## src/hdl/q2e_pkg.sv

```systemverilog
// ----------------------------------------------------------------------------
// q2e_pkg
// Shared widths, angle constants and the CORDIC arctangent table.
// ----------------------------------------------------------------------------
`default_nettype none

package q2e_pkg;

  localparam int CORDIC_STAGES_DEF  = 16;
  localparam int QUAT_FRAC_BITS_DEF = 14;

  // isqrt datapath, Q30 squared fits in 62 bits
  localparam int RW         = 62;
  localparam int SQRT_STEPS = 31;

  // clamped arcsine argument, Q30
  localparam int TW = 32;

  // angle accumulator, Q30 radians
  localparam int ZW = 34;

  localparam logic signed [ZW-1:0] HALF_PI_Q30 = 34'sd1686629713;
  localparam logic [15:0]          PI_Q12      = 16'd12868;
  localparam logic [15:0]          HALF_PI_Q12 = 16'd6434;

  // atan(2^-i) in Q30 radians
  function automatic logic signed [31:0] atan_q30(input logic [4:0] idx);
    case (idx)
      5'd0:    return 32'sd843314857;
      5'd1:    return 32'sd497837830;
      5'd2:    return 32'sd263043837;
      5'd3:    return 32'sd133525159;
      5'd4:    return 32'sd67021687;
      5'd5:    return 32'sd33543516;
      5'd6:    return 32'sd16775851;
      5'd7:    return 32'sd8388437;
      5'd8:    return 32'sd4194283;
      5'd9:    return 32'sd2097149;
      5'd10:   return 32'sd1048576;
      5'd11:   return 32'sd524288;
      5'd12:   return 32'sd262144;
      5'd13:   return 32'sd131072;
      5'd14:   return 32'sd65536;
      5'd15:   return 32'sd32768;
      5'd16:   return 32'sd16384;
      5'd17:   return 32'sd8192;
      5'd18:   return 32'sd4096;
      5'd19:   return 32'sd2048;
      5'd20:   return 32'sd1024;
      5'd21:   return 32'sd512;
      5'd22:   return 32'sd256;
      5'd23:   return 32'sd128;
      default: return 32'sd0;
    endcase
  endfunction

endpackage

`default_nettype wire

```

## src/hdl/q2e_sqrt_cell.sv

```systemverilog
// ----------------------------------------------------------------------------
// q2e_sqrt_cell
// One digit of the integer square root: trial subtract, one root bit per cell.
// ----------------------------------------------------------------------------
`default_nettype none

module q2e_sqrt_cell #(
  parameter int STEP = 0,
  parameter int SBW  = 1
) (
  input  wire logic                      clk,
  input  wire logic                      en,
  input  wire logic [q2e_pkg::RW-1:0]    rem_i,
  input  wire logic [q2e_pkg::RW-1:0]    root_i,
  input  wire logic [SBW-1:0]            sb_i,
  output logic [q2e_pkg::RW-1:0]         rem_o,
  output logic [q2e_pkg::RW-1:0]         root_o,
  output logic [SBW-1:0]                 sb_o
);
  import q2e_pkg::*;

  localparam logic [RW-1:0] BIT = RW'(1) << (2*(SQRT_STEPS - 1 - STEP));

  logic [RW-1:0] trial, rem_nxt, root_nxt;
  logic [RW-1:0] rem_r, root_r;
  logic [SBW-1:0] sb_r;

  always_comb begin
    trial = root_i + BIT;
    if (rem_i >= trial) begin
      rem_nxt  = rem_i - trial;
      root_nxt = (root_i >> 1) + BIT;
    end else begin
      rem_nxt  = rem_i;
      root_nxt = root_i >> 1;
    end
  end

  always_ff @(posedge clk) begin
    if (en) begin
      rem_r  <= rem_nxt;
      root_r <= root_nxt;
      sb_r   <= sb_i;
    end
  end

  assign rem_o  = rem_r;
  assign root_o = root_r;
  assign sb_o   = sb_r;

endmodule

`default_nettype wire

```

## config.mk

```make
export PLATFORM = sky130hd
export DESIGN_NAME = q2e_sqrt_cell
export DESIGN_NICKNAME = d
export VERILOG_FILES = /design/src/hdl/q2e_pkg.sv /design/src/hdl/q2e_sqrt_cell.sv
export SDC_FILE = /design/constraint.sdc
export NUM_CORES = 1
export LEC_CHECK = 0
export ABC_AREA = 1
export BUFFER_PORTS_ARGS = -buffer_cell sky130_fd_sc_hd__buf_2
export CAP_MARGIN = 20
export CORE_MARGIN = 4
export CORE_UTILIZATION = 40
export DETAILED_ROUTE_END_ITERATION = 10
export PLACE_DENSITY = 0.69
export REMOVE_ABC_BUFFERS = 1
export SLEW_MARGIN = 20
export SYNTH_ARGS = -nofsm -noshare
export SYNTH_HDL_FRONTEND = slang
export SYNTH_SLANG_ARGS = --single-unit
```

## constraint.sdc

```tcl
create_clock -name clk -period 5.69 [get_ports clk]
set_clock_uncertainty 0.2 [all_clocks]
set_input_delay 0.8535 -clock clk [delete_from_list [all_inputs] [get_ports clk]]
set_output_delay 0.8535 -clock clk [all_outputs]
set_load 0.01 [all_outputs]
```

==> metrics.csv <==
stage,metric,value,unit
min_path,hold_class,in -> reg,
layout,syn2layout_area_growth,20.2,%
power_and_ir_drop,p_sw_frac,0.350,
setup_path,crit_fanout,25,
route,via_per_inst,4.78,
setup_path,worst_setup_path_start_kind,primary input,
power_and_ir_drop,power_leakage,7.54,nW
power_and_ir_drop,p_sw,1.21,mW
setup_path,path_class,in -> reg,
logic_synthesis,synth_cell_types,33,
grt,grt_pass1_vias,10600,
power_and_ir_drop,ir_drop,0.144,mV
grt,grtUsageMet2,0.400,
clocking,cts_root_buf,clkbuf_16,
timing,layout_min_cycle_time,3.69,ns
grt,antenna_found_initial,2,
grt,grt_use_met3,0.0461,
clocking,htree_levels,4,
route,antenna_left,0,
timing,finalSetupViolCount,0,
power_and_ir_drop,combPwrFrac,0.302,
timing,fin_setup_tns,0,ns
floorplan,die_y,173,um
place,portBuffers,251,
clocking,ctsHoldBuffers,0,
setup_path,worst_setup_path_end_kind,flip-flop,
timing,hold_violations,0,
logic_synthesis,synth.largest_area_cell,edfxtp_1,
setup_path,cp.required,5.66,ns
route,drcViolationCount,0,
route,first_pass_iters,5,
timing,fmax,0.271,GHz
grt,use_met1,0.362,
floorplan,die_area,29900,um2
clocking,cts_buffers,17,
floorplan,core.rowCount,60,
layout,drive_above_1_share,0.176,
clocking,clk_pin_slew_worst_paths,0.06,ns
floorplan,start_util,0.405,
run,cap_violations,0,
layout,antenna_cells,0,
power_and_ir_drop,p_int,2.24,mW
clocking,cts_tree,built,
floorplan,die_w,173,um
grt,grt_start_max_net_pins,62,
floorplan,ios,252,
timing,finalMaxSlewViolations,0,
logic_synthesis,synth_area_leaders,"edfxtp_1 34%, nand2_1 23%, inv_1 13%, ha_1 7.1%, nand3_1 5.9%",
power_and_ir_drop,seqPwrFrac,0.342,
power_and_ir_drop,power_frac_clock,0.356,
logic_synthesis,ys_warn_count,0,
timing,rsz0062_at_grt,no,
clocking,cts_setup_buffers,0,
grt,track_usage,0.253,
timing,worst_pin_slew,0.932,ns
logic_synthesis,ys_ff_latch,125,
route,drtIter0Drc,766,
route,totalWireLength,38500,um
logic_synthesis,yosysSeqAreaShare,0.345,
outcome,status,finished clean,
route,wl_per_cell,17.0,um
timing,slew_headroom,0.377,
power_and_ir_drop,power.density,264,nW/um2
logic_synthesis,synth.avg_cell_area,6.57,um2
clocking,clock_path_buffers,2,
clocking,cts_sinks,125,
route,vias,10800,
grt,grt.busiest_layer,met2,
floorplan,fp.coreArea,26900,um2
logic_synthesis,synth_edf_count,125,
place,place_hpwl,32000,um
logic_synthesis,synth_top_area_share,0.345,
setup_path,arrival,3.66,ns
clocking,ctsResizeCount,0,
place,gp_congestion,0.960,
logic_synthesis,synthMostInstantiatedCell,nand2_1,
logic_synthesis,synthArstFlopShare,0,
grt,grt_pass1_wl,59500,um
layout,fin_util,0.487,
layout,final_net_count,2104,
power_and_ir_drop,fin_total_pwr,3.45,mW
grt,grt_overflow,0,
logic_synthesis,synth_flop_cell,edfxtp_1,
logic_synthesis,netlist_area,10900,um2
logic_synthesis,synth_common_cells,"668 x nand2_1, 374 x inv_1, 128 x nand3_1",
timing,layout_worst_path_cycle_share,0.649,
logic_synthesis,synth_cells,1658,
[metal layers]
metal  part of all wire  up-vias
met5            0.00052        -
li1                   -     5581
met1               0.48     4872
met4              0.018        4
met3              0.058       34
met2               0.44      347
[power groups by stage]
stage	combinational (mW)	sequential, mW	clock (mW)
after global placement	1.03	1.20	0
after detailed placement	1.04	1.20	0
after floorplan	0.572	1.26	0
after CTS	1.04	1.18	1.24
final	1.04	1.18	1.23
after global routing	1.17	1.19	1.28
[worst paths after layout]
check     start  endpoint  slack (ns)  depth (start not counted)
max    rem_i[0]  rem_o[0]        2.00                         18
min        sb_i      sb_o        0.40                          1
[cell families after synthesis]
kind of cell	share of synthesized area
and+or+nand+nor	0.386
buffers and inverters	0.148
DFF	0.345
adders and majority gates	0.0731
AOI/OAI and AO/OA	0.0222
xor gates and xnor gates	0.0257
[worst max-delay path, cell delays in order]
cell and delay (ns):
buf_2 0.10, inv_1 0.06, ha_1 0.14, inv_1 0.08, fa_1 0.44, nand3_1 0.12, nand3_2 0.12, nand2_1 0.08
nand2_1 0.13, nand2_1 0.11, nand2_2 0.10, nand2_1 0.07, nand2_1 0.16, nand2_1 0.16, nand3_2 0.33, buf_4 0.41
nand2_1 0.10, o21ai_0 0.07
[flip-flops by register name, indices dropped and copies added, names as in the netlist]
| register | count |
|---|---|
| sb_o | 1 |
| rem_o | 62 |
| root_o | 62 |
[cell type report]
type | instances | area, um2
multi-input cells | 1133 | 5530
flip-flops and latches | 125 | 3750
clock inverters | 14 | 206
fillers | 2838 | 13800
clock buffers | 18 | 429
well taps | 341 | 427
inverters | 381 | 1430
repair buffers | 256 | 1310
[stage by stage]
stage	worst slack [ns]	hold WS [ns]	instances	area, um2
2_1_floorplan	1.90	0.752	1639	10700
3_3_place_gp	1.58	0.831	2236	12400
3_5_place_dp	1.60	0.835	2236	12400
4_1_cts	2.04	0.390	2268	13100
5_1_grt	1.83	0.389	2268	13100
6_report	2.00	0.400	2268	13100
[layout by cell type, fill, tap and decap left out, types with 7 or more instances in the layout]
| master | n |
|---|---|
| nand2_1 | 668 |
| inv_1 | 374 |
| buf_2 | 250 |
| nand3_1 | 128 |
| edfxtp_1 | 125 |
| nor2_1 | 108 |
| ha_1 | 62 |
| a21oi_1 | 39 |
| xor2_1 | 31 |
| nand3_2 | 21 |
| nand4_1 | 20 |
| clkbuf_16 | 17 |
| nor3_1 | 13 |
| nand2_2 | 11 |
| inv_2 | 7 |
(Power assumes the default switching activity.)
