<file path="src/hdl/q2e_pkg.sv">
// ----------------------------------------------------------------------------
// q2e_pkg
// Shared widths, angle constants and the CORDIC arctangent table.
// ----------------------------------------------------------------------------
`default_nettype none

package q2e_pkg;

  localparam int CORDIC_STAGES_DEF  = 16;
  localparam int QUAT_FRAC_BITS_DEF = 14;

  // isqrt datapath, Q30 squared fits in 62 bits
  localparam int RW         = 62;
  localparam int SQRT_STEPS = 31;

  // clamped arcsine argument, Q30
  localparam int TW = 32;

  // angle accumulator, Q30 radians
  localparam int ZW = 34;

  localparam logic signed [ZW-1:0] HALF_PI_Q30 = 34'sd1686629713;
  localparam logic [15:0]          PI_Q12      = 16'd12868;
  localparam logic [15:0]          HALF_PI_Q12 = 16'd6434;

  // atan(2^-i) in Q30 radians
  function automatic logic signed [31:0] atan_q30(input logic [4:0] idx);
    case (idx)
      5'd0:    return 32'sd843314857;
      5'd1:    return 32'sd497837830;
      5'd2:    return 32'sd263043837;
      5'd3:    return 32'sd133525159;
      5'd4:    return 32'sd67021687;
      5'd5:    return 32'sd33543516;
      5'd6:    return 32'sd16775851;
      5'd7:    return 32'sd8388437;
      5'd8:    return 32'sd4194283;
      5'd9:    return 32'sd2097149;
      5'd10:   return 32'sd1048576;
      5'd11:   return 32'sd524288;
      5'd12:   return 32'sd262144;
      5'd13:   return 32'sd131072;
      5'd14:   return 32'sd65536;
      5'd15:   return 32'sd32768;
      5'd16:   return 32'sd16384;
      5'd17:   return 32'sd8192;
      5'd18:   return 32'sd4096;
      5'd19:   return 32'sd2048;
      5'd20:   return 32'sd1024;
      5'd21:   return 32'sd512;
      5'd22:   return 32'sd256;
      5'd23:   return 32'sd128;
      default: return 32'sd0;
    endcase
  endfunction

endpackage

`default_nettype wire

</file>
<file path="src/hdl/q2e_cordic_cell.sv">
// ----------------------------------------------------------------------------
// q2e_cordic_cell
// One CORDIC vectoring micro-rotation, drives y toward zero.
// ----------------------------------------------------------------------------
`default_nettype none

module q2e_cordic_cell #(
  parameter int CW  = 40,
  parameter int IDX = 0
) (
  input  wire logic                          clk,
  input  wire logic                          en,
  input  wire logic signed [CW-1:0]          x_i,
  input  wire logic signed [CW-1:0]          y_i,
  input  wire logic signed [q2e_pkg::ZW-1:0] z_i,
  input  wire logic                          zero_i,
  output logic signed [CW-1:0]               x_o,
  output logic signed [CW-1:0]               y_o,
  output logic signed [q2e_pkg::ZW-1:0]      z_o,
  output logic                               zero_o
);
  import q2e_pkg::*;

  localparam logic signed [ZW-1:0] ANG = ZW'(atan_q30(5'(IDX)));

  logic signed [CW-1:0] xs, ys, x_nxt, y_nxt;
  logic signed [ZW-1:0] z_nxt;
  logic signed [CW-1:0] x_r, y_r;
  logic signed [ZW-1:0] z_r;
  logic                 zero_r;

  always_comb begin
    xs = x_i >>> IDX;
    ys = y_i >>> IDX;
    if (y_i > 0) begin
      x_nxt = x_i + ys;
      y_nxt = y_i - xs;
      z_nxt = z_i + ANG;
    end else begin
      x_nxt = x_i - ys;
      y_nxt = y_i + xs;
      z_nxt = z_i - ANG;
    end
  end

  always_ff @(posedge clk) begin
    if (en) begin
      x_r    <= x_nxt;
      y_r    <= y_nxt;
      z_r    <= z_nxt;
      zero_r <= zero_i;
    end
  end

  assign x_o    = x_r;
  assign y_o    = y_r;
  assign z_o    = z_r;
  assign zero_o = zero_r;

endmodule

`default_nettype wire

</file>
<file path="config.mk">
export PLATFORM = sky130hd
export DESIGN_NAME = q2e_cordic_cell
export DESIGN_NICKNAME = d
export VERILOG_FILES = /design/src/hdl/q2e_pkg.sv /design/src/hdl/q2e_cordic_cell.sv
export SDC_FILE = /design/constraint.sdc
export NUM_CORES = 1
export LEC_CHECK = 0
export ABC_AREA = 0
export BUFFER_PORTS_ARGS = -buffer_cell sky130_fd_sc_hd__buf_4
export CAP_MARGIN = 25
export CORE_MARGIN = 3
export CORE_UTILIZATION = 40
export CTS_CLUSTER_SIZE = 12
export DETAILED_ROUTE_END_ITERATION = 10
export PLACE_DENSITY_LB_ADDON = 0.08
export SKIP_LAST_GASP = 1
export SYNTH_ARGS = -nofsm -noshare
export SYNTH_HDL_FRONTEND = slang
export SYNTH_SLANG_ARGS = --single-unit
</file>
<file path="constraint.sdc">
create_clock -name clk -period 7.6 [get_ports clk]
set_clock_uncertainty 0.2 [all_clocks]
set_input_delay 0.76 -clock clk [delete_from_list [all_inputs] [get_ports clk]]
set_output_delay 0.76 -clock clk [all_outputs]
set_load 0.05 [all_outputs]
</file>
==> results of run 1 <==
-- layer usage --
metal / GRT usage (%) / wire, µm / vias to the layer above
met1: 35.10 / 19700 / 5812
met3: 4.963 / 3368 / 64
li1: - / - / 5865
met5: 0 / 13 / -
met4: 8.166 / 1140 / 2
met2: 40.87 / 19920 / 521
-- final cells by class --
cell class,count,area share (%)
tap,396,3.285
antenna,1,0.01659
clock buffer,19,2.871
clock inverter,12,0.8877
multi-input combinational,1208,55.23
inverter,129,3.211
timing repair buffer,237,11.80
sequential,114,22.70
-- synth_stat cells (15+ instances only) --
cell type and count:
nand3_1 25, a31oi_1 15, o21bai_1 37, nor3_1 31, nor2_1 138, nand4_1 18
a21o_1 36, o211ai_1 20, ha_1 149, nor2b_1 25, nor4_1 16, a21oi_1 173
xnor2_1 89, mux2i_1 21, xor2_1 18, o21ai_0 99, edfxtp_1 114, a211oi_1 22
inv_1 125, clkbuf_1 41, o21a_1 18, nand2_1 89
-- cells by family (layout without fill, tap and decap cells) --
kind of cell / after synthesis / after routing
AOI/OAI and AO/OA: 517 / 517
and+or+nand+nor: 410 / 410
buffers and inverters: 189 / 397
adders and majority gates: 153 / 153
DFF: 114 / 114
xor gates and xnor gates: 107 / 107
muxes: 21 / 21
other: 0 / 1
-- final timing paths --
path / from / end
max: y_i[9] / z_o[31]
min: zero_i / zero_o
-- power by group --
group          switching [mW]  total (mW)  internal, mW
Combinational           0.964        1.43         0.467
Sequential             0.0363       0.876         0.840
Clock                   0.329       0.810         0.481
Total                    1.33        3.12          1.79
-- state kept, by name, summed over array words and instances (netlist names) --
name    cells
z_o        34
x_o        40
zero_o      1
y_o        39
-- per-stage QoR --
step                total power, mW  cells  hold WS, ps  area (µm²)  util [%]
detailed placement            2.305   2084        746.0       14510     47.32
global placement              2.306   2084        738.7       14510     47.32
floorplan                     1.854   1511        658.9       12480         -
CTS                           3.128   2115        296.4       15080     49.16
global route                  3.268   2115        295.7       15080     49.16
finish                        3.117   2116        311.2       15080     49.17
==> metrics.yaml, run 1 <==
hold_viol: 0
hpwl_um: 35060
setup_viol: 0
grt_pass1_vias: 12000
crit_fanout: 29
mostFrequentLayoutCells: "237 x buf_4, 173 x a21oi_1, 149 x ha_1"
cp.required_ps: 7580
leakagePower_nw: 6.573
power_density_mw_per_mm2: 206.7
synthArstFlopShare_pct: 0
synth_flop_cell: "edfxtp_1"
finalCriticalPeriod_ps: 5462
synth_top_area_share_pct: 27.42
cap_violations: 0
hold_buffers: 0
final_layout_size_suffix_gt1_share_pct: 16.99
core_area_mm2: 0.03067
synth_top_family_by_area: "compound AO/OA/AOI/OAI gates"
dp_worst_setup_slack_ps: 1770
synth-seq-cells: 114
final_common_cell: "buf_4"
io_pins: 232
track_usage_pct: 25.65
clk_pin_slew_ps: 60
setup-tns-final_ps: 0
h-tree-depth: 4
ys_seq_area_share_pct: 27.42
detail-route-antenna-nets: 0
fin_crit_sh_pct: 71.87
synthesis.nets: 1781
gp_congestion: 0.9359
fin_nets: 1977
worst_slew_pin_slew_ps: 864.3
cts_resized: 0
numCtsBuffers: 17
syn_area_per_cell_um2: 8.262
synth_area_mm2: 0.01248
ys_types: 80
die-area_mm2: 0.03337
setup_ws_ps: 2138
synth.area.mux_share_pct: 1.684
grt_max_degree: 68
peakVddDrop_v: 0.0001314
io_buffers: 231
via_per_inst: 5.796
hold_path_class: "input port to flop"
final_max_slew_viol_count: 0
dr.pass1.iters: 6
initial_core_util_pct: 40.71
cts_setup_buffers: 0
synthTopCellsByArea: "edfxtp_1 27%, ha_1 15%, a21oi_1 6.9%"
synth-adder-area-share_pct: 15.57
drt_wl_total_um: 44150
synth_edf_count: 114
yosys.area_share.xor_xnor_pct: 7.507
startpoint_type: "input port"
relSlewSlack_pct: 41.85
worst-path-buf-inv: 2
cp-end-kind: "flop"
cp.depth: 16
cpMaxStageDelayCell: "nor4_1"
yosysWarnings: 0
nFillCells: 3042
synth_compound_area_share_pct: 26.21
dieHeight_um: 182.7
rows: 64
worst_ep_arrival_time_ps: 5440
syn2layout_area_growth_pct: 20.80
crit_path_cell_trace: "buf_4 > nor4_1 > nand4_1 > nor3_1 > or2_4 > buf_4 > ha_1 > o21ai_0 > nor2_1 > o311ai_1 > a311oi_1 > a221oi_1 > o21bai_1 > a2111o_1 > nand2_1 > xnor2_1"
rsz0062_at_grt: "no"
cts_tree: "built"
route.detailed.drc: 0
hold_depth: 1
seqCellArea_mm2: 0.003423
gr-total-overflow: 0
multi_input_area_mm2: 0.008329
clkSinkCount: 114
clock_path_buffers: 2
vias: 12260
dr.first_iter.drc_count: 1138
antenna_found_initial: 2
netlist_instances: 1511
wl_per_cell_um: 20.86
root_buffer: "clkbuf_16"
grt_pass1_wl_um: 67160
die_w_um: 182.7
synth-simple-area-share_pct: 15.72
crit_family: "compound AO/OA/AOI/OAI gates"
path_class: "input port to flop"
fmax_mhz: 183.1
yosys.area.top_type: "edfxtp_1"
slowest_delay_ps: 690
crit_top_cell: "buf_4"
status: "complete, no violations"
Power figures use the tool's default switching activity.
==> run 2, diff against run 1 <==
==> constraint.sdc (replaced) <==
create_clock -name clk -period 5.7 [get_ports clk]
set_clock_uncertainty 0.2 [all_clocks]
set_input_delay 0.57 -clock clk [delete_from_list [all_inputs] [get_ports clk]]
set_output_delay 0.57 -clock clk [all_outputs]
set_load 0.05 [all_outputs]
==> run 2 against run 1 <==
Setup slack worse by 1200 ps. Final area is 0.12% higher. Global-route usage down 0.096 points. Critical endpoint unchanged. Core utilization grew 0.061 points. Die area is the same.
==> metrics.yaml, run 2 (synthesized netlist as in run 1, its figures left out) <==
status: "complete, no violations"
fin_util_pct: 49.23  # +0.061 points
worst_ep_arrival_time_ps: 4780  # -660 ps
cp.required_ps: 5680  # -1900 ps
clkSinkCount: 114  # unchanged
clk_pin_slew_ps: 60  # about the same
hpwl_um: 34700  # -1.0%
drt_wl_total_um: 44200  # +0.11%
finalCriticalPeriod_ps: 4803
die_w_um: 182.7  # unchanged
wl_per_cell_um: 20.87  # about the same
die-area_mm2: 0.03337  # unchanged
grt_max_degree: 71  # +4.4%
cap_violations: 0  # unchanged
cts_resized: 0  # unchanged
relSlewSlack_pct: 35.37  # -6.5 points
core_area_mm2: 0.03067  # unchanged
via_per_inst: 5.758  # -0.65%
peakVddDrop_v: 0.0001844  # +40%
mostFrequentLayoutCells: "240 x buf_4, 173 x a21oi_1, 149 x ha_1"
nFillCells: 3083  # +1.3%
leakagePower_nw: 6.587  # +0.21%
multi_input_area_mm2: 0.008329  # unchanged
path_class: "input port to flop"
route.detailed.drc: 0  # unchanged
io_buffers: 231  # unchanged
root_buffer: "clkbuf_16"
worst_slew_pin_slew_ps: 969.5  # +105.1 ps
hold_path_class: "input port to flop"
fin_nets: 1980  # +0.15%
vias: 12200  # -0.55%
hold_viol: 0  # unchanged
dp_worst_setup_slack_ps: 427.7  # -1342 ps
gr-total-overflow: 0  # unchanged
fin_crit_sh_pct: 84.26
detail-route-antenna-nets: 0  # unchanged
syn2layout_area_growth_pct: 20.95
crit_fanout: 16  # -45%
antenna_found_initial: 1  # -1
cts_tree: "built"
final_common_cell: "buf_4"
h-tree-depth: 4  # unchanged
rsz0062_at_grt: "no"
largest_reg_flops: 40  # unchanged
cp-end-kind: "flop"
rows: 64  # unchanged
fin_cells: 2118  # +0.095%
io_pins: 232  # unchanged
power_density_mw_per_mm2: 275.1  # +33%
grt_pass1_vias: 12000  # -0.050%
dieHeight_um: 182.7  # unchanged
initial_core_util_pct: 40.71  # unchanged
startpoint_type: "input port"
track_usage_pct: 25.55  # -0.096 points
clock_path_buffers: 2  # unchanged
gp_congestion: 0.9115  # -2.6%
dr.pass1.iters: 5  # -1
cts_setup_buffers: 0  # unchanged
final_layout_size_suffix_gt1_share_pct: 17.07  # +0.087 points
setup-tns-final_ps: 0  # unchanged
grt_pass1_wl_um: 67310  # +0.23%
place_inst: 2087  # +0.14%
fmax_mhz: 208.2
final_max_slew_viol_count: 0  # unchanged
setup_ws_ps: 897.1  # -1241 ps
hold_buffers: 0  # unchanged
setup_viol: 0  # unchanged
seqCellArea_mm2: 0.003423  # unchanged
diodes: 0  # -1
dr.first_iter.drc_count: 1095  # -3.8%
numCtsBuffers: 17  # unchanged
[run 2: final timing paths]
path | cells past startpoint | start | slack (ps) | end
worst min-delay path | 1 | zero_i | 110 | zero_o
worst max-delay path | 18 | y_i[9] | 900 | z_o[31]
[run 2: stage by stage]
step	area, µm²	hold WS, ps	power (mW)
after floorplan	12480	468.9	2.473
after global placement	14530	548.7	3.075
after detailed placement	14530	550.1	3.074
after CTS	15100	97.90	4.165
after global routing	15100	101.2	4.341
final	15100	114.1	4.154
[run 2: cell type report]
class                      count  share of cell area [%]
clock buffer                  18                   2.842
clock inverter                13                  0.9032
inverter                     129                   3.207
multi-input combinational   1208                   55.16
sequential                   114                   22.67
tap                          396                   3.281
timing repair buffer         240                   11.93
[run 2: report_power, final]
group / switching, mW / internal, mW
Clock: 0.437 / 0.639
Combinational: 1.29 / 0.624
Sequential: 0.0460 / 1.12
[run 2: metal layers]
layer,track usage (%),vias to the layer above,wire length [µm]
li1,-,5879,-
met1,35.20,5786,20080
met2,42.15,473,20320
met3,3.448,56,2845
met4,6.917,2,933
met5,0,-,17
[run 2: worst max-delay path: stages]
cell and delay, ps:
buf_4 130, nor4_1 290, buf_4 180, nand4_1 140, nor3_1 330, or2_4 270, inv_2 60, buf_4 210
ha_1 340, o21ai_0 90, nor2_1 100, o311ai_1 450, a311oi_1 220, a221oi_1 510, o21bai_1 280, a2111o_1 460
nand2_1 70, xnor2_1 60
==> run 3, diff against run 2 <==
==> constraint.sdc (replaced) <==
create_clock -name clk -period 4.8 [get_ports clk]
set_clock_uncertainty 0.2 [all_clocks]
set_input_delay 0.48 -clock clk [delete_from_list [all_inputs] [get_ports clk]]
set_output_delay 0.48 -clock clk [all_outputs]
set_load 0.05 [all_outputs]
==> run 3 against run 2 <==
Core utilization rose by 2.7 points. Setup slack got worse by 640 ps. First-iteration DRC count rose by 2.9%. Via count rose by 3.6%. Non-clock buffer count rose by 105. Die area did not move. Combinational power rose by 24%. Global-route usage rose by 0.27 points. Final cell count rose by 5.0%. Largest power group unchanged. Highest routed layer is now met4.
==> metrics.yaml, run 3 (synthesized netlist as in run 1, its figures left out) <==
io_pins: 232  # unchanged
design_area_mm2: 0.01592  # +5.4%
final_layout_size_suffix_gt1_share_pct: 21.99  # +4.9 points
leakagePower_nw: 7.116  # +8.0%
h-tree-depth: 4  # unchanged
peakVddDrop_v: 0.0001956  # +6.1%
power_density_mw_per_mm2: 318.3  # +16%
cp.required_ps: 4780  # -900 ps
vias: 12630  # +3.6%
detail-route-antenna-nets: 0  # unchanged
gr-total-overflow: 0  # unchanged
switchingPower_mw: 2.150  # +21%
path_class: "input port to flop"
mostFrequentLayoutCells: "344 x buf_4, 173 x a21oi_1, 149 x ha_1"
wl_per_cell_um: 20.06  # -3.9%
rsz0062_at_grt: "no"
combPwrFrac_pct: 46.8  # +0.8 points
worst_slew_pin_slew_ps: 843.3  # -126.2 ps
core_area_mm2: 0.03067  # unchanged
track_usage_pct: 25.82  # +0.27 points
root_buffer: "clkbuf_16"
hold_path_class: "input port to flop"
final_common_cell: "buf_4"
largest_reg_flops: 40  # unchanged
pwr-share-seq_pct: 27.3  # -0.7 points
initial_core_util_pct: 40.71  # unchanged
cts_tree: "built"
worst_ep_arrival_time_ps: 4520  # -260 ps
antenna_found_initial: 1  # unchanged
crit_fanout: 3  # -13
grt_pass1_wl_um: 67760  # +0.67%
internal_power_mw: 2.917  # +22%
io_buffers: 231  # unchanged
dr.first_iter.drc_count: 1127  # +2.9%
cp-end-kind: "flop"
die_w_um: 182.7  # unchanged
gp_congestion: 0.9271  # +1.7%
rows: 64  # unchanged
setup_viol: 0  # unchanged
hold_viol: 0  # unchanged
dp_worst_setup_slack_ps: -168.2  # -595.9 ps
via_per_inst: 5.681  # -1.3%
clk_pin_slew_ps: 60  # about the same
fin_util_pct: 51.91  # +2.7 points
setup_ws_ps: 254.4  # -642.7 ps
clock_path_buffers: 2  # unchanged
power_switching_share_pct: 42.43  # -0.22 points
numCtsBuffers: 17  # unchanged
route.detailed.drc: 0  # unchanged
nFillCells: 2987  # -3.1%
syn2layout_area_growth_pct: 27.52
fin_crit_sh_pct: 94.70
drt_wl_total_um: 44610  # +0.93%
post_dp_cell_area_mm2: 0.01533  # +5.5%
dieHeight_um: 182.7  # unchanged
grt_pass1_vias: 12240  # +2.1%
finalCriticalPeriod_ps: 4546
status: "complete, no violations"
dr.pass1.iters: 5  # unchanged
diodes: 0  # unchanged
die-area_mm2: 0.03337  # unchanged
grt_max_degree: 70  # -1.4%
fmax_mhz: 220.0
relSlewSlack_pct: 43.78  # +8.4 points
p_clk_share_pct: 25.9  # about the same
fin_nets: 2085  # +5.3%
final_max_slew_viol_count: 0  # unchanged
clkSinkCount: 114  # unchanged
cap_violations: 0  # unchanged
hpwl_um: 35780  # +3.1%
startpoint_type: "input port"
## run 3: timing repair
item	CTS	global route
hold buffers	0	0
resized for setup	0	1
setup buffers	0	0
setup endpoints to repair	0	1
## run 3: path summary, 6_finish.rpt
path | start | to | slack, ps | cells after the start
max | y_i[34] | z_o[30] | 250 | 19
min | zero_i | zero_o | 20 | 1
## run 3: per-stage QoR
| stage | power [mW] | cells | TNS (ps) | hold slack (ps) |
|---|---|---|---|---|
| final | 5.067 | 2224 | 0 | 24.34 |
| after global routing | 5.301 | 2224 | 0 | 10.62 |
| after CTS | 5.080 | 2224 | 0 | 7.411 |
| after detailed placement | 3.750 | 2192 | -901.5 | 460.0 |
| after global placement | 3.748 | 2192 | -901.2 | 458.5 |
| after floorplan | 2.937 | 1511 | 0 | 378.9 |
## run 3: power groups by stage
stage	Combinational (mW)	Clock [mW]	Sequential (mW)
global route	2.53	1.37	1.40
CTS	2.36	1.34	1.39
floorplan	0.951	0	1.99
finish	2.37	1.31	1.38
global placement	2.35	0	1.40
detailed placement	2.34	0	1.41
## run 3: layer usage
layer	track usage (%)	share of wire [%]	vias up
met5	0	0	-
met4	7.495	2.1	0
met3	3.707	6.6	55
met2	42.10	46	486
met1	35.63	45	6001
li1	-	-	6092
## run 3: cell type report
cell class / count / area, µm² / area share [%]
multi-input combinational: 1208 / 8330 / 52.33
inverter: 129 / 484.2 / 3.041
timing repair buffer: 345 / 2603 / 16.35
clock inverter: 15 / 158.9 / 0.9981
tap: 396 / 495.5 / 3.112
sequential: 114 / 3423 / 21.50
clock buffer: 17 / 425.4 / 2.672
## run 3: worst max-delay path: stages
cell	delay (ps)
buf_4	110
nor4_1	370
buf_4	210
nand4_1	80
buf_4	170
nor3_1	280
or2_4	210
inv_2	50
fa_1	380
nor2b_1	180
o2111ai_1	150
and3_1	220
or4_1	560
a211oi_1	230
buf_4	160
o21ai_0	100
o21ai_1	280
a211oi_1	140
xnor2_1	140
